`src/design/wme_pkg.sv`:
```
package wme_pkg;

    // Sizes fixed by the item fields.
    localparam int ADDR_W     = 12;
    localparam int CHAR_W     = 8;
    localparam int OFFSET_W   = 14;
    localparam int LEN_W      = 13;
    localparam int ANTI_W     = 14;
    localparam int MAX_ANTI   = 16383;

    // Default store depth in characters.
    localparam int MAX_SEQ_LEN_DEFAULT = 4096;

    // Characters compared in one step. The stores are interleaved over this many
    // banks, so it must be a power of two of at least two.
    localparam int CHARS_PER_COMPARE = 8;
    localparam int CPC_LOG2          = $clog2(CHARS_PER_COMPARE);
    localparam int LANE_CNT_W        = CPC_LOG2 + 1;

    // Signed width for sequence positions, lengths and antidiagonals.
    localparam int POS_W = 18;

    // Entries in the queue between front and back.
    localparam int QUEUE_DEPTH = 2;

    typedef enum logic [1:0] {
        FUNC_WRITE_PATTERN = 2'd0,
        FUNC_WRITE_TEXT    = 2'd1,
        FUNC_EXTEND        = 2'd2
    } func_t;

    typedef enum logic {
        CFG_PATTERN_LENGTH = 1'b0,
        CFG_TEXT_LENGTH    = 1'b1
    } cfg_index_t;

    typedef enum logic [1:0] {
        OP_WRITE_PATTERN,
        OP_WRITE_TEXT,
        OP_EXTEND
    } op_t;

    typedef enum logic [1:0] {
        ST_IDLE,
        ST_READ,
        ST_CMP,
        ST_FINISH
    } back_state_t;

    // One classified item as it travels from front to back.
    typedef struct packed {
        op_t                        op;
        logic [ADDR_W-1:0]          addr;
        logic [CHAR_W-1:0]          value;
        logic signed [OFFSET_W-1:0] diagonal;
        logic signed [POS_W-1:0]    text_pos;
        logic signed [POS_W-1:0]    pat_pos;
        logic                       first;
        logic                       last;
        logic                       null_diag;
    } item_t;

endpackage

```
`src/design/wme_queue.sv`:
```
module wme_queue
    import wme_pkg::*;
(
    input  logic  aclk,
    input  logic  aresetn,
    input  logic  push_valid,
    input  item_t push_item,
    output logic  push_ready,
    output logic  pop_valid,
    output item_t pop_item,
    input  logic  pop_ready
);

    localparam int PTR_W = $clog2(QUEUE_DEPTH);
    localparam int CNT_W = $clog2(QUEUE_DEPTH + 1);

    item_t            entries_reg [QUEUE_DEPTH];
    logic [PTR_W-1:0] wr_ptr_reg;
    logic [PTR_W-1:0] rd_ptr_reg;
    logic [CNT_W-1:0] count_reg;
    logic             do_push;
    logic             do_pop;

    assign push_ready = (count_reg != CNT_W'(QUEUE_DEPTH));
    assign pop_valid  = (count_reg != '0);
    assign pop_item   = entries_reg[rd_ptr_reg];
    assign do_push    = push_valid && push_ready;
    assign do_pop     = pop_valid && pop_ready;

    // Pointer and fill count update.
    always_ff @(posedge aclk) begin
        if (!aresetn) begin
            wr_ptr_reg <= '0;
            rd_ptr_reg <= '0;
            count_reg  <= '0;
        end else begin
            if (do_push) begin
                wr_ptr_reg <= (wr_ptr_reg == PTR_W'(QUEUE_DEPTH - 1)) ? '0
                                                                      : wr_ptr_reg + 1'b1;
            end
            if (do_pop) begin
                rd_ptr_reg <= (rd_ptr_reg == PTR_W'(QUEUE_DEPTH - 1)) ? '0
                                                                      : rd_ptr_reg + 1'b1;
            end
            if (do_push && !do_pop) begin
                count_reg <= count_reg + 1'b1;
            end else if (do_pop && !do_push) begin
                count_reg <= count_reg - 1'b1;
            end
        end
    end

    // Entry storage.
    always_ff @(posedge aclk) begin
        if (do_push) begin
            entries_reg[wr_ptr_reg] <= push_item;
        end
    end

endmodule

```
`config.mk`:
```
export PLATFORM = sky130hd
export DESIGN_NAME = wme_queue
export DESIGN_NICKNAME = d
export VERILOG_FILES = /design/src/design/wme_pkg.sv /design/src/design/wme_queue.sv
export SDC_FILE = /design/constraint.sdc
export NUM_CORES = 1
export LEC_CHECK = 0
export ABC_AREA = 1
export BUFFER_PORTS_ARGS = -buffer_cell sky130_fd_sc_hd__buf_4
export CAP_MARGIN = 40
export CORE_ASPECT_RATIO = 1.4
export CORE_MARGIN = 1.5
export CORE_UTILIZATION = 40
export DETAILED_ROUTE_END_ITERATION = 8
export GPL_TIMING_DRIVEN = 0
export PLACE_DENSITY = 0.73
export SETUP_SLACK_MARGIN = 0.05
export SYNTH_ARGS = -nofsm -noshare
export SYNTH_HDL_FRONTEND = slang
export SYNTH_SLANG_ARGS = --single-unit
```
`constraint.sdc`:
```
create_clock -name aclk -period 4.5 [get_ports aclk]
set_input_delay 1.125 -clock aclk [delete_from_list [all_inputs] [get_ports aclk]]
set_output_delay 1.125 -clock aclk [all_outputs]
set_load 0.1 [all_outputs]
```
# After elaboration in Yosys (flattened, before gate mapping)

Memories as Yosys holds them, arrays and structs flattened. A register that Yosys moved wholly into a read port is not among the register bits.
Cells that the tools add are included.

Register bits after elaboration: 4
Memory bits (writable): 150
Output and inout port bits: 77
Word-level logic and storage cells: 25
Memories: 1

Memories:

| name        | depth | bits a word | rd ports | clocked after Yosys merged registers in | write ports | RTL line        | text |
|---|---|---|---|---|---|---|---|
| entries_reg | 2     | 75          | 1        | 1                                       | 1           | wme_queue.sv:17 | `item_t entries_reg [QUEUE_DEPTH];` |

Add/subtract/negate cells: 4
Eq/ne operators: 1
Muxes and demuxes: 8
Reduce and logical (&&, ||, !) cells: 8

Operators with widths:

| cell                                              | number |
|---|---|
| 2-to-1 mux 1 bit                                  | 6 |
| logical AND 1 bit                                 | 4 |
| 2-to-1 mux 2 bit                                  | 2 |
| nonzero test 2 bit                                | 2 |
| adder 1 bit (second input constant)               | 2 |
| adder 2 x 1 -> 2 bit (second input constant)      | 1 |
| logical NOT 1 bit                                 | 2 |
| != test 2 bit (second input constant)             | 1 |
| subtractor 2 x 1 -> 2 bit (second input constant) | 1 |

# Logic depth before layout (Yosys ltp)

Gate-level depths: netlist of the first run.

Depth in word-level cells: 6
Depth in mapped cells: 11
Depth with buffers taken out: 11

# Least setup slack after synthesis of the first run

OpenSTA, ideal clock, no wires.

Kind: register to register
From: reg count_reg[0]
To: mem entries_reg[0][0] (netlist name) (enable)
Data arrival time: 4.480 ns
Data required time: 3.991 ns
Path slack: -0.489 ns
Cell stages (with the launch flop): 5
Period minus slack after synthesis: 4.989 ns
Cell sequence: dfxtp_1 > inv_1 > nand2_1 > nand2_1 > nor2_1

Cells in the longest elaborated chain, start to end: 4

RTL lines:

| item                                   | RTL line        | text |
|---|---|---|
| from (decl)                            | wme_queue.sv:20 | `logic [CNT_W-1:0] count_reg;` |
| from (signal assigned)                 | wme_queue.sv:46 | `count_reg <= count_reg + 1'b1;` |
| from (signal assigned)                 | wme_queue.sv:48 | `count_reg <= count_reg - 1'b1;` |
| != test 2 bit                          | wme_queue.sv:24 | `assign push_ready = (count_reg != CNT_W'(QUEUE_DEPTH));` |
| named net push_ready                   | wme_queue.sv:8  | `output logic push_ready,` |
| logical AND 1 bit                      | wme_queue.sv:27 | `assign do_push = push_valid && push_ready;` |
| 2-to-1 mux 1 bit                       | wme_queue.sv:55 | `if (do_push) begin` |
| 2-to-1 mux 1 bit (not written as such) | wme_queue.sv:56 | `entries_reg[wr_ptr_reg] <= push_item;` |
| to (decl)                              | wme_queue.sv:17 |  |

The timed path passes the listed nets, and every way through them passes these cells.

==> metrics.md, run 1 <==
| Metric | Value |
|---|---|
| Global-route wire length before repair | 16.1 mm |
| Die height | 146 um |
| Synth top area cells | edfxtp_1, mux2_4, mux2_2 |
| Post-Synthesis Cells | 270 |
| Net Count, Synth | 350 |
| Share of the synthesized area in the top cell type | 76.9% |
| Crit-path cells | buf_6, buf_6, mux2_4, buf_4 |
| Slew HR | 51.3% |
| Clock-pin slew on the worst setup and hold paths | 60 ps |
| Setup Buffers After CTS | 0 |
| Initial DRC Count | 90 |
| Gr usage total | 14.0% |
| Dpl hpwl | 7.34 mm |
| Io pins | 156 |
| Initial antenna violation count | 0 |
| Final cycle utilization of the critical path | 63.5% |
| # DRC | 0 |
| Routed WL | 10.4 mm |
| Met2 wire len | 5.92 mm |
| RSZ-0062 raised after global routing | false |
| FF/Latch Area | 0.00460 mm^2 |
| Syn_area_per_cell | 21.7 um^2 |
| Mapped cell area | 0.00585 mm^2 |
| Layout cells sized above 1 | 59.9% |
| Yosys warning total | 0 |
| Placed Cells | 618 |
| Largest net degree at the start of global routing | 31 |
| Worst Skew | 9.17 ps |
| Leakage | 0.00310 uW |
| Rows | 52 |
| Met3 WL | 503 um |
| Nets | 528 |
| Fmax | 350 MHz |
| Largest register FFs | 150 |
| R2R setup slack | 2550 ps |
| DIE AREA | 0.0154 mm^2 |
| Die Wd | 105 um |
| # port buffers | 155 |
| Core outline area | 0.0144 mm^2 |
| Clock latency on the worst-skew pair | 410 ps |
| Setup violators final | 0 |
| Tmin final | 2860 ps |
| Syn-to-layout area delta | 35.6% |
| Fin util | 55.2% |
| Avg WL per Cell | 16.1 um |
| Crit path capture type | output pin |
| Post-synthesis sequential area ratio | 78.6% |
| Crit path largest cell delay | 370 ps |
| Worst hold path type | reg -> reg |
| Cts repair resizes | 0 |
| MaxCap Viol Count | 0 |
| Status | completed |
| Avg Vias per Cell | 4.67 |
| Yosys reg bits | 155 |
| CTS tree | yes |
| Final cell count without fillers | 650 |
| Hold_ws | 522 ps |
| Total power | 5810 uW |
| Max stage delay cell, worst path | dfxtp_1 |
| Antenna Cells | 0 |
| Arr. time, crit path | 1730 ps |
| DR vias | 3037 |
| Hold_buf cts | 0 |
| Routed metal-1 wire length | 3.75 mm |
| Max clock buf depth | 2 |
| Final ANT Viol Nets | 0 |
| Slew @ Worst Pin | 729 ps |
| Max-slew violation count | 0 |
| Critical path buffers and inverters | 3 |
| Clk root buf | clkbuf_16 |
| Crit path launch type | register |
| Critical path type | reg -> out |
| RePlAce Congestion | 0.728 |
| VDD IR max | 0.483 mV |
| GRT overflow | 0 |
| Worst EP required | 3380 ps |
| H-tree depth | 4 |
| Power Density | 732 mW/mm^2 |
| Vias in the first global route | 3317 |
| Critical path's most frequent cell | buf_6 |
| Pre-Repair DR Iteration Count | 5 |
| Crit-path leading delay family | buffers and inverters |
| Most common cell after layout, fill and taps aside | buf_4 |
| Hold Vio Cnt, Final | 0 |
| Layout fillers | 1131 |
| Synth area leader | edfxtp_1 |
| CTS Buf Count | 17 |
| Highest metal used | met4 |
| Most frequent cells in the layout | buf_4, edfxtp_1, mux2_4, mux2_2, clkbuf_16 |
| Area occupied by multi-input gates | 0.00116 mm^2 |
| Initial core utilization | 40.7% |
| Synth cell types | 15 |
| Clock Sinks | 155 |
| Worst-path fanout max | 10 |
==> logic make-up after synthesis <==
group	Yosys count	synth area share (%)
flip-flops	155	78.6
multiplexers	75	17.6
AND/OR/NAND/NOR	19	1.28
AO/OA/AOI/OAI	4	0.385
adder cells (fa/ha/maj)	1	0.214
buffers and inverters	16	1.84
==> power breakdown <==
part / internal, uW / total (uW) / switching (uW) / leakage, uW
Combinational: 645 / 2540 / 1900 / 0.00137
Clock: 799 / 1390 / 593 / 0.000289
Sequential: 1820 / 1880 / 54.1 / 0.00144
==> worst paths after layout <==
check                    start                end  cells after the start
hold reg to reg     rd_ptr_reg         rd_ptr_reg                      2
setup reg to reg  count_reg[0]  entries_reg[1][5]                      5
setup / recovery      register        pop_item[5]                      4
hold / removal      rd_ptr_reg         rd_ptr_reg                      2
==> final cells by class <==
class	count	share of cell area (%)
flip-flops and latches	155	58.0
repair buffers	159	15.7
multi-input cells	99	14.6
clock buffers	18	5.53
well taps	189	2.98
clock inverters	14	1.91
plain buffers	8	0.977
inverters	8	0.378
==> metal layers <==
layer | global-route usage [%] | up-vias
li1 | - | 1405
met1 | 13.6 | 1506
met2 | 26.1 | 110
met3 | 3.97 | 16
met4 | 7.67 | 0
met5 | 0 | -
==> worst reg2reg max path, delay by kind of cell, from the launching register on <==
| family | cells | cell delay, ps |
|---|---|---|
| buf+inv | 2 | 390 |
| flops | 1 | 360 |
| simple gates | 3 | 870 |
==> per-stage QoR <==
stage	setup WS (ps)	TNS, ps	instance area (um^2)
global placement	-2140	-319600	7250
global route	1570	0	7940
detailed placement	1890	0	7350
floorplan	-489	-73300	5850
finish	1640	0	7940
CTS	1590	0	7940
==> cells in the mapped netlist <==
library cell  number
mux2_4            50
nand4_1            1
edfxtp_1         150
mux2_2            25
o21a_1             1
dfxtp_1            5
buf_6              6
a21oi_1            1
buf_2              2
nand3_1            1
o21ai_0            2
nor2_1             8
nand2_1            9
ha_1               1
inv_1              8
(Power assumes the default switching activity.)
==> run 2: changes to the inputs <==
==> constraint.sdc (replaced) <==
create_clock -name aclk -period 2.6 [get_ports aclk]
set_input_delay 0.65 -clock aclk [delete_from_list [all_inputs] [get_ports aclk]]
set_output_delay 0.65 -clock aclk [all_outputs]
set_load 0.1 [all_outputs]
==> run 2 against run 1 <==
Compared with the run above:
- first-iteration DRC count increased by 19%
- final cell count unchanged
- hold slack got worse by 96 ps
- register-to-register slack got worse by 1900 ps
- critical path depth unchanged
==> metrics.md, run 2 (same netlist as run 1, synthesis figures left out) <==
| Metric | Value |
|---|---|
| Status | completed |
| Clock latency on the worst-skew pair | 400 ps (about the same) |
| Hold_buf cts | 0 (unchanged) |
| Final cell count without fillers | 650 (unchanged) |
| Dpl hpwl | 7.45 mm (+1.5%) |
| Max stage delay cell, worst path | dfxtp_1 |
| Crit-path cells | buf_6, buf_6, mux2_4, buf_4 |
| Fin util | 55.4% (+0.14 points) |
| Vias in the first global route | 3272 (-1.4%) |
| Clk pwr share | 24.3% (+0.4 points) |
| Max clock buf depth | 2 (unchanged) |
| Fmax | 425 MHz |
| Tmin final | 2350 ps |
| H-tree depth | 4 (unchanged) |
| Slew @ Worst Pin | 844 ps (+115 ps) |
| Setup Buffers After CTS | 0 (unchanged) |
| CTS Buf Count | 17 (unchanged) |
| DIE AREA | 0.0154 mm^2 (unchanged) |
| Most common cell after layout, fill and taps aside | buf_4 |
| Placed Cells | 618 (unchanged) |
| Max-slew violation count | 0 (unchanged) |
| Critical path type | reg -> out |
| # port buffers | 155 (unchanged) |
| FF/Latch Area | 0.00460 mm^2 (unchanged) |
| Setup violators final | 0 (unchanged) |
| Largest register FFs | 150 (unchanged) |
| Antenna Cells | 0 (unchanged) |
| VDD IR max | 0.813 mV (+68%) |
| RSZ-0062 raised after global routing | false |
| Hold_ws | 427 ps (-95.8 ps) |
| Gr usage total | 14.4% (+0.40 points) |
| Avg WL per Cell | 16.4 um (+2.0%) |
| Hold Vio Cnt, Final | 0 (unchanged) |
| Cell Area, Placed | 0.00736 mm^2 (+0.20%) |
| Worst EP required | 1950 ps (-1430 ps) |
| Io pins | 156 (unchanged) |
| CTS tree | yes |
| Initial core utilization | 40.7% (unchanged) |
| Crit path capture type | output pin |
| Nets | 528 (unchanged) |
| GRT overflow | 0 (unchanged) |
| Switching fraction of total power | 42.9% (-0.90 points) |
| Final ANT Viol Nets | 0 (unchanged) |
| Final Cell Area | 0.00796 mm^2 (+0.25%) |
| Initial DRC Count | 107 (+19%) |
| Sequential Power Share | 32.1% (-0.2 points) |
| Most frequent cells in the layout | buf_4, edfxtp_1, mux2_4, mux2_2, clkbuf_16 |
| Cts repair resizes | 0 (unchanged) |
| MaxCap Viol Count | 0 (unchanged) |
| Routed WL | 10.6 mm (+2.0%) |
| Crit path largest cell delay | 350 ps (-20 ps) |
| Arr. time, crit path | 1700 ps (-30 ps) |
| Final cycle utilization of the critical path | 90.5% |
| Largest net degree at the start of global routing | 30 (-3.2%) |
| RePlAce Congestion | 0.738 (+1.3%) |
| # DRC | 0 (unchanged) |
| Layout fillers | 1143 (+1.1%) |
| Pre-Repair DR Iteration Count | 4 (-1) |
| Crit path launch type | register |
| Core outline area | 0.0144 mm^2 (unchanged) |
| Critical path's most frequent cell | buf_6 |
| Worst Skew | 8.56 ps (-0.614 ps) |
| Area occupied by multi-input gates | 0.00116 mm^2 (+0.65%) |
| Avg Vias per Cell | 4.64 (-0.66%) |
| Syn-to-layout area delta | 36.0% |
| Clk root buf | clkbuf_16 |
| Global-route wire length before repair | 16.5 mm (+2.1%) |
| Die Wd | 105 um (unchanged) |
| DR vias | 3017 (-0.66%) |
| Initial antenna violation count | 0 (unchanged) |
| Worst-path fanout max | 10 (unchanged) |
| Final setup margin | 247 ps (-1400 ps) |
| Power Density | 1270 mW/mm^2 (+74%) |
| Pre-CTS setup slack | 367 ps (-1520 ps) |
| Layout cells sized above 1 | 59.0% (-0.87 points) |
| Leakage | 0.00310 uW (about the same) |
| Clock Sinks | 155 (unchanged) |
| NetSw | 4350 uW (+71%) |
| Combinational share of power | 43.6% (-0.2 points) |
| Die height | 146 um (unchanged) |
| Worst hold path type | in -> reg |
| Rows | 52 (unchanged) |
| Slew HR | 43.6% (-7.7 points) |
| Clock-pin slew on the worst setup and hold paths | 60 ps (about the same) |
| Internal | 5790 uW (+77%) |
run 2: area by class of cell:
class,count,area share [%]
clock buffer,17,5.34
buffer,8,0.975
timing repair buffer,159,15.7
multi-input combinational,99,14.6
clock inverter,15,2.14
sequential,155,57.8
inverter,8,0.377
tap,189,2.97
run 2: path summary, 6_finish.rpt:
kind	startpoint	end	slack, ps	cells past startpoint
max reg2reg	count_reg[0]	entries_reg[1][20]	600	5
max	register	pop_item[36]	250	4
min reg2reg	rd_ptr_reg	rd_ptr_reg	510	2
min	push_item[74]	entries_reg[1][74]	430	1
run 2: power by group through the flow:
stage / Combinational [uW] / Sequential (uW) / Clock [uW]
after global routing: 4570 / 3290 / 2620
after floorplan: 3600 / 3290 / 0
final: 4420 / 3260 / 2460
after detailed placement: 4450 / 3310 / 0
after CTS: 4460 / 3260 / 2530
after global placement: 4360 / 3300 / 0
run 2: stage by stage:
step / setup TNS [ps] / power, uW
after CTS: 0 / 10200
after floorplan: 0 / 6880
after global placement: -67040 / 7660
after detailed placement: 0 / 7760
after global routing: 0 / 10500
final: 0 / 10100
run 2: metal layers:
| metal | GRT usage (%) | vias up | routed length (um) |
|---|---|---|---|
| met5 | 0 | - | 0 |
| met4 | 6.64 | 0 | 229 |
| met3 | 4.82 | 16 | 616 |
| met2 | 25.7 | 113 | 5910 |
| met1 | 15.1 | 1482 | 3880 |
| li1 | - | 1406 | - |
run 2: worst max-delay path, delay by kind of cell (launching register included):
kind	cells	cell delay, ps
buffers and inverters	3	620
DFF	1	350
muxes	1	320
