===== config.mk =====
export PLATFORM = sky130hd
export DESIGN_NAME = wme_front
export DESIGN_NICKNAME = d
export VERILOG_FILES = /design/src/design/wme_pkg.sv /design/src/design/wme_front.sv
export SDC_FILE = /design/constraint.sdc
export NUM_CORES = 1
export LEC_CHECK = 0
export ABC_CLOCK_PERIOD_IN_PS = 6200
export BUFFER_PORTS_ARGS = -buffer_cell sky130_fd_sc_hd__clkbuf_2
export CAP_MARGIN = 40
export CORE_MARGIN = 4
export CORE_UTILIZATION = 25
export DETAILED_ROUTE_END_ITERATION = 7
export SLEW_MARGIN = 15
export SYNTH_ARGS = -nofsm -noshare
export SYNTH_HDL_FRONTEND = slang
export SYNTH_SLANG_ARGS = --single-unit

===== constraint.sdc =====
create_clock -name vclk -period 6.2
set_input_delay 1.24 -clock vclk [all_inputs]
set_output_delay 1.24 -clock vclk [all_outputs]
set_load 0.03 [all_outputs]

===== src/design/wme_pkg.sv =====
package wme_pkg;

    // Sizes fixed by the item fields.
    localparam int ADDR_W     = 12;
    localparam int CHAR_W     = 8;
    localparam int OFFSET_W   = 14;
    localparam int LEN_W      = 13;
    localparam int ANTI_W     = 14;
    localparam int MAX_ANTI   = 16383;

    // Default store depth in characters.
    localparam int MAX_SEQ_LEN_DEFAULT = 4096;

    // Characters compared in one step. The stores are interleaved over this many
    // banks, so it must be a power of two of at least two.
    localparam int CHARS_PER_COMPARE = 8;
    localparam int CPC_LOG2          = $clog2(CHARS_PER_COMPARE);
    localparam int LANE_CNT_W        = CPC_LOG2 + 1;

    // Signed width for sequence positions, lengths and antidiagonals.
    localparam int POS_W = 18;

    // Entries in the queue between front and back.
    localparam int QUEUE_DEPTH = 2;

    typedef enum logic [1:0] {
        FUNC_WRITE_PATTERN = 2'd0,
        FUNC_WRITE_TEXT    = 2'd1,
        FUNC_EXTEND        = 2'd2
    } func_t;

    typedef enum logic {
        CFG_PATTERN_LENGTH = 1'b0,
        CFG_TEXT_LENGTH    = 1'b1
    } cfg_index_t;

    typedef enum logic [1:0] {
        OP_WRITE_PATTERN,
        OP_WRITE_TEXT,
        OP_EXTEND
    } op_t;

    typedef enum logic [1:0] {
        ST_IDLE,
        ST_READ,
        ST_CMP,
        ST_FINISH
    } back_state_t;

    // One classified item as it travels from front to back.
    typedef struct packed {
        op_t                        op;
        logic [ADDR_W-1:0]          addr;
        logic [CHAR_W-1:0]          value;
        logic signed [OFFSET_W-1:0] diagonal;
        logic signed [POS_W-1:0]    text_pos;
        logic signed [POS_W-1:0]    pat_pos;
        logic                       first;
        logic                       last;
        logic                       null_diag;
    } item_t;

endpackage


===== src/design/wme_front.sv =====
module wme_front
    import wme_pkg::*;
#(
    parameter int MAX_SEQ_LEN = MAX_SEQ_LEN_DEFAULT
) (
    input  logic                       s_valid,
    output logic                       s_ready,
    input  logic [1:0]                 s_func,
    input  logic [ADDR_W-1:0]          s_char_addr,
    input  logic [CHAR_W-1:0]          s_char_value,
    input  logic signed [OFFSET_W-1:0] s_diagonal,
    input  logic signed [OFFSET_W-1:0] s_start_offset,
    input  logic                       s_first_diag,
    input  logic                       s_last_diag,
    output logic                       push_valid,
    output item_t                      push_item,
    input  logic                       push_ready
);

    logic keep;
    logic addr_in_range;

    // A load address past the store depth is dropped here.
    assign addr_in_range = (POS_W'(s_char_addr) < POS_W'(MAX_SEQ_LEN));

    // Decode the function code and fill in the start positions of a diagonal.
    always_comb begin
        push_item.addr      = s_char_addr;
        push_item.value     = s_char_value;
        push_item.diagonal  = s_diagonal;
        push_item.text_pos  = POS_W'(s_start_offset);
        push_item.pat_pos   = POS_W'(s_start_offset) - POS_W'(s_diagonal);
        push_item.first     = s_first_diag;
        push_item.last      = s_last_diag;
        push_item.null_diag = s_start_offset[OFFSET_W-1];
        push_item.op        = OP_EXTEND;
        keep                = 1'b0;
        case (func_t'(s_func))
            FUNC_WRITE_PATTERN: begin
                push_item.op = OP_WRITE_PATTERN;
                keep         = addr_in_range;
            end
            FUNC_WRITE_TEXT: begin
                push_item.op = OP_WRITE_TEXT;
                keep         = addr_in_range;
            end
            FUNC_EXTEND: begin
                push_item.op = OP_EXTEND;
                keep         = 1'b1;
            end
            default: begin
                keep = 1'b0;
            end
        endcase
    end

    // Dropped items complete their transfer without entering the queue.
    assign s_ready    = push_ready;
    assign push_valid = s_valid && keep;

endmodule


Word-level counts from Yosys, hierarchy flattened
Cells that the tools add are included.

storage, ports and cells
  output and inout port bits = 77
  bits in registers = 0
  bits of input ports = 54

operators by class
  $add $sub $neg = 1
  multiplexer cells = 2
  reductions and logical operators = 3
  eq/ne operators = 2

operators with widths
  operator            count
  $sub 14x14->15      1
  $pmux 2 s2          1
  $reduce_or 3->1     1
  $eq 2x1->1 const B  1
  $eq 2x2->1 const B  1
  $logic_not 2->1     1
  $logic_and 1x1->1   1
  $mux 1              1

Longest topological paths before layout
Gate-level depths: netlist of run 1.

  depth after elaboration = 4
  gate-level depth with buffers = 10
  depth with buffers taken out = 9

Worst setup path after synthesis of run 1
OpenSTA, ideal clock, no wires.

  path type = input to output
  from = in s_diagonal[7]
  to = out push_item[18] in the netlist's numbering
  cell stages on the path = 9
  setup slack = 1708 ps
  arrival = 3252 ps
  data required time = 4960 ps
  buffers on the path = 1
  cell sequence = inv_1 > ha_1 > a21oi_2 > o21ai_1 > a21o_2 > a31oi_1 > o21ai_1 > o21ai_1 > buf_4

RTL lines
  element      line             RTL
  from (decl)  wme_front.sv:11  input logic signed [OFFSET_W-1:0] s_diagonal,
  to (decl)    wme_front.sv:16  output item_t push_item,

==> results.json, run 1 <==
{
  "wl_per_cell_um": 10.05,
  "synth_cell_types": 37,
  "ctsHoldBuffers": 0,
  "dieArea_um2": 5754,
  "vias": 1002,
  "hold_viol_final": 0,
  "nClkBuffers": 0,
  "max_cap_violations": 0,
  "setup_violations": 0,
  "fp.dieW_um": 75.86,
  "grt-ovfl-total": 0,
  "p_leak_nw": 0.7402,
  "syn_to_final_growth_pct": 3.805,
  "n_sequential_cell": 0,
  "routed_wl_um": 2361,
  "path_class": "input port to output pin",
  "routed_via_density": 4.264,
  "hold_path_end": "push_item[55]",
  "ios": 131,
  "crit_fanout": 3,
  "ys_warn_count": 0,
  "min_from": "s_char_value[2]",
  "regArea_um2": 0,
  "row_count": 24,
  "grt_pass1_wl_um": 3594,
  "drt_iter0_markers": 11,
  "drc_errors": 0,
  "rsz0062_at_grt": "no",
  "hold_class": "input port to output pin",
  "whs_path_depth": 0,
  "ir_worst_vdd_mv": 0.04447,
  "synth_cells": 158,
  "cts_setup_buffers": 0,
  "arrival_ns": 3.23,
  "die_h_um": 75.86,
  "final.min_clock_period_ns": 4.468,
  "layout_setup_ws_ns": 1.732,
  "final_common_cell": "clkbuf_2",
  "p_per_area_nw_per_um2": 158.2,
  "layout.nets": 254,
  "finalMaxSlewViolations": 0,
  "startpoint_type": "input port",
  "fin_tns_setup_ns": 0,
  "required_ns": 4.96,
  "syn-num-nets": 227,
  "yosysSeqAreaShare": 0,
  "core-area_um2": 4414,
  "slew_headroom": 0.7172,
  "final_cell_mix": "85 x clkbuf_2, 23 x inv_1, 14 x ha_1, 9 x a21oi_1, 5 x xnor2_1",
  "cp-end-kind": "output pin",
  "max_freq_ghz": 0.2238,
  "ant_nets": 0,
  "start_util": 0.2608,
  "fillCellCount": 485,
  "dp_slack_ns": 1.694,
  "fin_hold_ws_ns": 2.480,
  "syn_area_um2": 1151,
  "antenna_cells_inserted": 0,
  "drive_gt1_frac": 0.5027,
  "cts_resized": 0,
  "dr.pass1.iters": 3,
  "port_buffers": 85,
  "syn_avg_cell_area_um2": 7.285,
  "grt_usage": 0.07504,
  "gp_congestion": 0.7424,
  "fin_crit_sh": 0.7207,
  "grt_max_degree": 8,
  "grt_pass1_vias": 880,
  "antenna_found_initial": 0,
  "worstMarginPinSlew_ns": 0.4135,
  "status": "finished clean",
  "hpwlAfterDp_um": 2229
}
-- synthesized netlist by cell type --
| master | n | area [um^2] |
|---|---|---|
| nor3_1 | 1 | 5.000 |
| nor2_4 | 1 | 11.26 |
| o21ai_2 | 1 | 8.760 |
| xnor2_1 | 5 | 43.79 |
| a31oi_1 | 2 | 12.51 |
| o311ai_1 | 1 | 8.760 |
| or3_1 | 1 | 6.260 |
| nand2_1 | 4 | 15.01 |
| a21boi_0 | 1 | 7.510 |
| o21ai_1 | 3 | 15.01 |
| and2b_1 | 1 | 7.510 |
| xor2_1 | 4 | 35.03 |
| a2111oi_0 | 1 | 8.760 |
| clkbuf_1 | 1 | 3.750 |
| a2bb2oi_1 | 2 | 17.52 |
| nand4b_1 | 1 | 8.760 |
| nor2_1 | 1 | 3.750 |
| o21ai_0 | 3 | 15.01 |
| and2_1 | 1 | 6.260 |
| nor3b_1 | 1 | 7.510 |
| nor2b_4 | 1 | 13.76 |
| inv_1 | 23 | 86.33 |
| a21oi_2 | 1 | 8.760 |
| nand3_1 | 2 | 10.01 |
| a311o_1 | 1 | 10.01 |
| nand2_2 | 1 | 6.260 |
| nor3_2 | 1 | 10.01 |
| a21oi_1 | 9 | 45.04 |
| fa_1 | 1 | 20.02 |
| nor2b_1 | 1 | 6.260 |
| or4b_1 | 2 | 20.02 |
| a21o_1 | 1 | 7.510 |
| ha_1 | 14 | 175.2 |
| and4b_1 | 1 | 10.01 |
| a21o_2 | 1 | 8.760 |
| o21bai_1 | 3 | 22.52 |
| buf_4 | 59 | 442.9 |
-- worst max-delay path: stages --
cell and delay, ns:
clkbuf_2 0.09, inv_1 0.04, ha_1 0.19, fa_1 0.44, nor2b_4 0.14, nor3_2 0.05
o21bai_1 0.23, a31oi_1 0.17, o21ai_1 0.24, xor2_1 0.17, clkbuf_2 0.22
-- area by class of cell --
type / count / area, um^2 / share of cell area
repair buffers: 85 / 425.4 / 0.3560
multi-input cells: 75 / 618.1 / 0.5173
inverters: 23 / 86.33 / 0.07225
well taps: 52 / 65.06 / 0.05445
-- power by group --
part / switching (mW) / total (mW) / internal (mW)
logic: 0.129 / 0.189 / 0.0604
clock network: 0 / 0 / 0
registers: 0 / 0 / 0
-- worst max-delay path by stage --
stage | start | endpoint | slack (ns) | cells past startpoint
after global placement | s_start_offset[0] | push_item[15] | 1.76 | 11
after global routing | s_start_offset[0] | push_item[15] | 1.52 | 11
after CTS | s_start_offset[0] | push_item[15] | 1.69 | 11
after floorplan | s_diagonal[7] | push_item[18] | 1.71 | 9
final | s_start_offset[0] | push_item[15] | 1.73 | 11
after detailed placement | s_start_offset[0] | push_item[15] | 1.69 | 11
-- per-layer routing --
metal	vias to the layer above	track usage	routed length, um
met5	-	0	0
met4	0	0.009709	17
met3	6	0.01319	277
met2	57	0.1454	1126
met1	419	0.08638	939
li1	520	-	-
-- logic make-up after synthesis --
family                   share of synthesized area
AO/OA/AOI/OAI                               0.1707
XOR/XNOR                                   0.06847
adder cells (fa/ha/maj)                     0.1696
buffers and inverters                       0.4630
AND/OR/NAND/NOR                             0.1283
-- metrics by stage --
| stage | utilization | total power [mW] | cells | area (um^2) |
|---|---|---|---|---|
| after floorplan | - | 0.1826 | 158 | 1151 |
| after global placement | 0.2707 | 0.1911 | 235 | 1195 |
| after detailed placement | 0.2707 | 0.1917 | 235 | 1195 |
| after CTS | 0.2707 | 0.1922 | 235 | 1195 |
| after global routing | 0.2707 | 0.2073 | 235 | 1195 |
| final | 0.2707 | 0.1890 | 235 | 1195 |
Note: power is estimated with default switching activity, not from simulation.
==> run 2: changes to the inputs <==
--- a/config.mk
+++ b/config.mk
@@ -5,7 +5,8 @@
 export SDC_FILE = /design/constraint.sdc
 export NUM_CORES = 1
 export LEC_CHECK = 0
-export ABC_CLOCK_PERIOD_IN_PS = 6200
+export ABC_AREA = 1
+export ABC_CLOCK_PERIOD_IN_PS = 3940
 export BUFFER_PORTS_ARGS = -buffer_cell sky130_fd_sc_hd__clkbuf_2
 export CAP_MARGIN = 40
 export CORE_MARGIN = 4
==> constraint.sdc (replaced) <==
create_clock -name vclk -period 3.94
set_input_delay 0.788 -clock vclk [all_inputs]
set_output_delay 0.788 -clock vclk [all_outputs]
set_load 0.03 [all_outputs]
==> run 2 against run 1 <==
Routed wire length rose by 31%. Worst setup slack got worse by 0.91 ns. Via count rose by 34%. Clock-buffer cell count did not move. Cell count rose by 47%. Global-route usage rose by 1.3 points. Non-clock buffer count did not move. Critical path depth rose by 1. Sequential share of layout area did not move. Die area rose by 20%. First-iteration DRC count rose to 2.5 times the previous value. Largest power group unchanged.
==> results.json, run 2 <==
{
  "placed_area_um2": 1484,
  "die_h_um": 83.24,
  "rsz0062_at_grt": "no",
  "drt_iter0_markers": 28,
  "status": "finished clean",
  "port_buffers": 85,
  "fin_crit_sh": 0.7927,
  "syn_area_um2": 1415,
  "cpPeakStageDelay_ns": 0.47,
  "nClkBuffers": 0,
  "pwr-share-seq": 0,
  "crit_fanout": 4,
  "routed_wl_um": 3084,
  "ys_top_cells_by_count": "71 x nand2_1, 59 x buf_4, 53 x inv_1",
  "startpoint_type": "input port",
  "final_common_cell": "clkbuf_2",
  "yosysTopAreaCellShare": 0.3130,
  "vias": 1347,
  "wl_per_cell_um": 8.913,
  "grt_usage": 0.08758,
  "dieArea_um2": 6928,
  "switching_share": 0.6995,
  "cp_common_cell": "nand2_1",
  "setup_violations": 0,
  "crit_family": "adder cells",
  "grt_max_degree": 8,
  "ant_nets": 0,
  "final_cells": 346,
  "hpwlAfterDp_um": 2929,
  "final_cell_mix": "85 x clkbuf_2, 71 x nand2_1, 53 x inv_1, 14 x ha_1, 11 x nor2_1",
  "cts_resized": 0,
  "arrival_ns": 2.34,
  "layout.nets": 345,
  "p_per_area_nw_per_um2": 217.3,
  "synth_cell_types": 20,
  "final.min_clock_period_ns": 3.123,
  "grt_pass1_wl_um": 5471,
  "ctsHoldBuffers": 0,
  "p_int_mw": 0.09689,
  "hold_viol_final": 0,
  "worstMarginPinSlew_ns": 0.2046,
  "yosysMostFrequentCell": "nand2_1",
  "synth_cells": 249,
  "start_util": 0.2570,
  "synth_area_leaders": "buf_4 31%, nand2_1 19%, inv_1 14%",
  "drc_errors": 0,
  "yosysSeqAreaShare": 0,
  "p_sw_mw": 0.2255,
  "dr.pass1.iters": 4,
  "fin_tns_setup_ns": 0,
  "hold_class": "input port to output pin",
  "cts_setup_buffers": 0,
  "syn_avg_cell_area_um2": 5.683,
  "design_area_um2": 1484,
  "regArea_um2": 0,
  "cp_num_buf_inv": 4,
  "syn_to_final_growth_pct": 4.863,
  "ir_worst_vdd_mv": 0.04849,
  "ios": 131,
  "p_comb_frac": 1.000,
  "n_sequential_cell": 0,
  "antenna_found_initial": 0,
  "gp_congestion": 0.7856,
  "fp.dieW_um": 83.24,
  "core-area_um2": 5507,
  "path_class": "input port to output pin",
  "drive_gt1_frac": 0.3577,
  "grt_pass1_vias": 1285,
  "finalMaxSlewViolations": 0,
  "ys_warn_count": 0,
  "clkPwrFrac": 0,
  "slew_headroom": 0.8632,
  "antenna_cells_inserted": 0,
  "required_ns": 3.15,
  "max_freq_ghz": 0.3202,
  "grt-ovfl-total": 0,
  "synth_area_leader_cell": "buf_4",
  "syn-num-nets": 318,
  "row_count": 27,
  "max_cap_violations": 0,
  "routed_via_density": 3.893,
  "crit_chain": "clkbuf_2 > inv_1 > ha_1 > fa_1 > inv_1 > nand2_1 > nand3_2 > nand2_1 > nand2_1 > nand2_1 > nand2_1 > clkbuf_2",
  "p_leak_nw": 1.053,
  "cp-end-kind": "output pin",
  "dp.cells": 346,
  "slowest_stage": "fa_1"
}
==> run 2: cell types whose count changed after synthesis, moves of 3 or more <==
cell      change
inv_1        +30
o21ai_0       -3
o21ai_1       -3
nand4_1       +3
a21oi_1       -4
nand2_1      +67
nand2_2       +4
nand3_1       +8
o21bai_1      -3
nor2_1       +10
xnor2_1       -3
==> run 2: path summary, 6_finish.rpt <==
path / start / to / slack, ns / cells past startpoint
min: s_last_diag / push_item[1] / 1.58 / 0
max: s_start_offset[0] / push_item[17] / 0.82 / 12
==> run 2: cell type report <==
type | instances | area, um^2
repair buffers | 85 | 425.4
fillers | 647 | 4023
multi-input cells | 135 | 765.7
well taps | 72 | 90.09
inverters | 54 | 202.7
==> run 2: power groups by stage <==
stage	Sequential [mW]	Combinational, mW	Clock, mW
after floorplan	0	0.307	0
after global placement	0	0.325	0
after detailed placement	0	0.327	0
after CTS	0	0.328	0
after global routing	0	0.357	0
final	0	0.322	0
==> run 2: per-layer routing <==
layer	global-route usage	routed length [um]
met1	0.1075	1311
met2	0.1676	1576
met3	0.01290	191
met4	0.002972	4
met5	0	0
==> run 2: per-stage QoR <==
| stage | hold WS (ns) | util | setup WS (ns) | power (mW) |
|---|---|---|---|---|
| after global routing | 1.576 | 0.2695 | 0.6135 | 0.3568 |
| after global placement | 1.576 | 0.2695 | 0.8317 | 0.3254 |
| final | 1.576 | 0.2695 | 0.8168 | 0.3224 |
| after floorplan | 1.688 | - | 0.8532 | 0.3068 |
| after detailed placement | 1.576 | 0.2695 | 0.8087 | 0.3272 |
| after CTS | 1.576 | 0.2695 | 0.7972 | 0.3283 |
==> run 2: cells by family after synthesis <==
family | after synthesis | synth area share
and+or+nand+nor | 107 | 0.3298
xor gates and xnor gates | 6 | 0.03713
adders and majority gates | 15 | 0.1379
buffers and inverters | 114 | 0.4589
AOI/OAI and AO/OA | 7 | 0.03625
==> run 3: changes to the inputs <==
--- a/config.mk
+++ b/config.mk
@@ -6,7 +6,7 @@
 export NUM_CORES = 1
 export LEC_CHECK = 0
 export ABC_AREA = 1
-export ABC_CLOCK_PERIOD_IN_PS = 3940
+export ABC_CLOCK_PERIOD_IN_PS = 2700
 export BUFFER_PORTS_ARGS = -buffer_cell sky130_fd_sc_hd__clkbuf_2
 export CAP_MARGIN = 40
 export CORE_MARGIN = 4
==> constraint.sdc (replaced) <==
create_clock -name vclk -period 2.7
set_input_delay 0.54 -clock vclk [all_inputs]
set_output_delay 0.54 -clock vclk [all_outputs]
set_load 0.03 [all_outputs]
==> run 3 against run 2 <==
Worst hold slack worse by 0.50 ns. Power up 46%. Clock-buffer cell count unchanged. Non-clock buffer count unchanged. Core utilization about the same. Sequential share of layout area unchanged. Worst setup slack worse by 0.63 ns. First-iteration DRC count unchanged. Global-route usage unchanged. Highest routed layer unchanged.
==> results.json, run 3 (same netlist as run 2, synthesis figures left out) <==
{
  "layout.nets": 345,
  "core-area_um2": 5507,
  "switching_share": 0.6983,
  "crit_fanout": 4,
  "path_class": "input port to output pin",
  "drt_iter0_markers": 28,
  "cp-end-kind": "output pin",
  "hold_class": "input port to output pin",
  "pwr-share-seq": 0,
  "p_leak_nw": 1.051,
  "ant_nets": 0,
  "arrival_ns": 1.98,
  "ctsHoldBuffers": 0,
  "placed_area_um2": 1484,
  "fp.dieW_um": 83.24,
  "die_h_um": 83.24,
  "final.min_clock_period_ns": 2.516,
  "grt_pass1_wl_um": 5471,
  "hold_viol_final": 0,
  "dp_slack_ns": 0.06473,
  "hpwlAfterDp_um": 2929,
  "fin_crit_sh": 0.9317,
  "drc_errors": 0,
  "vias": 1349,
  "layout_setup_ws_ns": 0.1844,
  "finalMaxSlewViolations": 0,
  "drive_gt1_frac": 0.3613,
  "regArea_um2": 0,
  "slew_headroom": 0.8630,
  "slowest_stage": "fa_2",
  "final_cell_mix": "81 x clkbuf_2, 71 x nand2_1, 53 x inv_1, 14 x ha_1, 11 x nor2_1",
  "grt-ovfl-total": 0,
  "p_sw_mw": 0.3288,
  "fin_hold_ws_ns": 1.080,
  "fillCellCount": 645,
  "whs_path_depth": 0,
  "min_from": "s_last_diag",
  "n_sequential_cell": 0,
  "routed_wl_um": 3084,
  "p_per_area_nw_per_um2": 316.8,
  "power.total_mw": 0.4709,
  "grt_max_degree": 8,
  "antenna_cells_inserted": 0,
  "routed_via_density": 3.899,
  "gp_congestion": 0.7857,
  "grt_usage": 0.08758,
  "rsz0062_at_grt": "yes",
  "hold_path_end": "push_item[1]",
  "status": "finished clean",
  "startpoint_type": "input port",
  "max_cap_violations": 0,
  "row_count": 27,
  "max_freq_ghz": 0.3975,
  "crit_chain": "clkbuf_2 > inv_1 > ha_1 > fa_2 > inv_1 > nand2_1 > nand3_2 > nand2_1 > nand2_1 > nand2_1 > nand2_1 > buf_2",
  "wl_per_cell_um": 8.913,
  "port_buffers": 85,
  "cpPeakStageDelay_ns": 0.40,
  "ir_worst_vdd_mv": 0.07145,
  "dr.pass1.iters": 4,
  "start_util": 0.2570,
  "antenna_found_initial": 0,
  "multi_input_area_um2": 768.2,
  "p_int_mw": 0.1420,
  "final_common_cell": "clkbuf_2",
  "cp_common_cell": "nand2_1",
  "fin_tns_setup_ns": 0,
  "dieArea_um2": 6928,
  "clkPwrFrac": 0,
  "required_ns": 2.16,
  "syn_to_final_growth_pct": 5.040,
  "design_area_um2": 1486,
  "p_comb_frac": 1.000,
  "grt_pass1_vias": 1285,
  "ios": 131,
  "worstMarginPinSlew_ns": 0.2055,
  "setup_violations": 0,
  "nClkBuffers": 0
}
[run 3: what timing repair did]
action / in CTS / in global routing
setup buffers: 0 / 0
gates resized for setup: 0 / 5
setup endpoints to repair: 0 / 4
[run 3: worst max-delay path by stage]
| stage | slack [ns] | cells past startpoint | end | from |
|---|---|---|---|---|
| 4_1_cts | 0.05 | 12 | push_item[18] | s_start_offset[0] |
| 3_5_place_dp | 0.06 | 12 | push_item[18] | s_start_offset[0] |
| 3_3_place_gp | 0.09 | 12 | push_item[17] | s_start_offset[0] |
| 2_1_floorplan | 0.11 | 11 | push_item[18] | s_start_offset[0] |
| 5_1_grt | -0.009 | 12 | push_item[17] | s_start_offset[0] |
| 6_report | 0.18 | 12 | push_item[17] | s_start_offset[0] |
[run 3: critical path: cells and delay by family]
family	cells	cell delay, ns
adders and majority gates	2	0.60
and+or+nand+nor	6	0.43
buffers and inverters	4	0.40
[run 3: layout make-up]
| cell class | instances | area share |
|---|---|---|
| well taps | 72 | 0.06061 |
| inverters | 54 | 0.1364 |
| multi-input cells | 135 | 0.5168 |
| repair buffers | 85 | 0.2862 |
[run 3: power groups by stage]
stage / registers [mW] / logic, mW / clock network (mW)
final: 0 / 0.471 / 0
after global routing: 0 / 0.521 / 0
after CTS: 0 / 0.479 / 0
after detailed placement: 0 / 0.478 / 0
after global placement: 0 / 0.475 / 0
after floorplan: 0 / 0.448 / 0
[run 3: layer usage]
| metal | GRT usage | up-vias | wire (um) |
|---|---|---|---|
| met4 | 0.002972 | 0 | 4 |
| met3 | 0.01290 | 2 | 191 |
| met5 | 0 | - | 0 |
| met2 | 0.1676 | 48 | 1575 |
| li1 | - | 739 | - |
| met1 | 0.1075 | 560 | 1313 |
[run 3: metrics by stage]
step,cells,util
after floorplan,249,-
after detailed placement,346,0.2695
after global routing,346,0.2699
final,346,0.2699
after CTS,346,0.2695
after global placement,346,0.2695
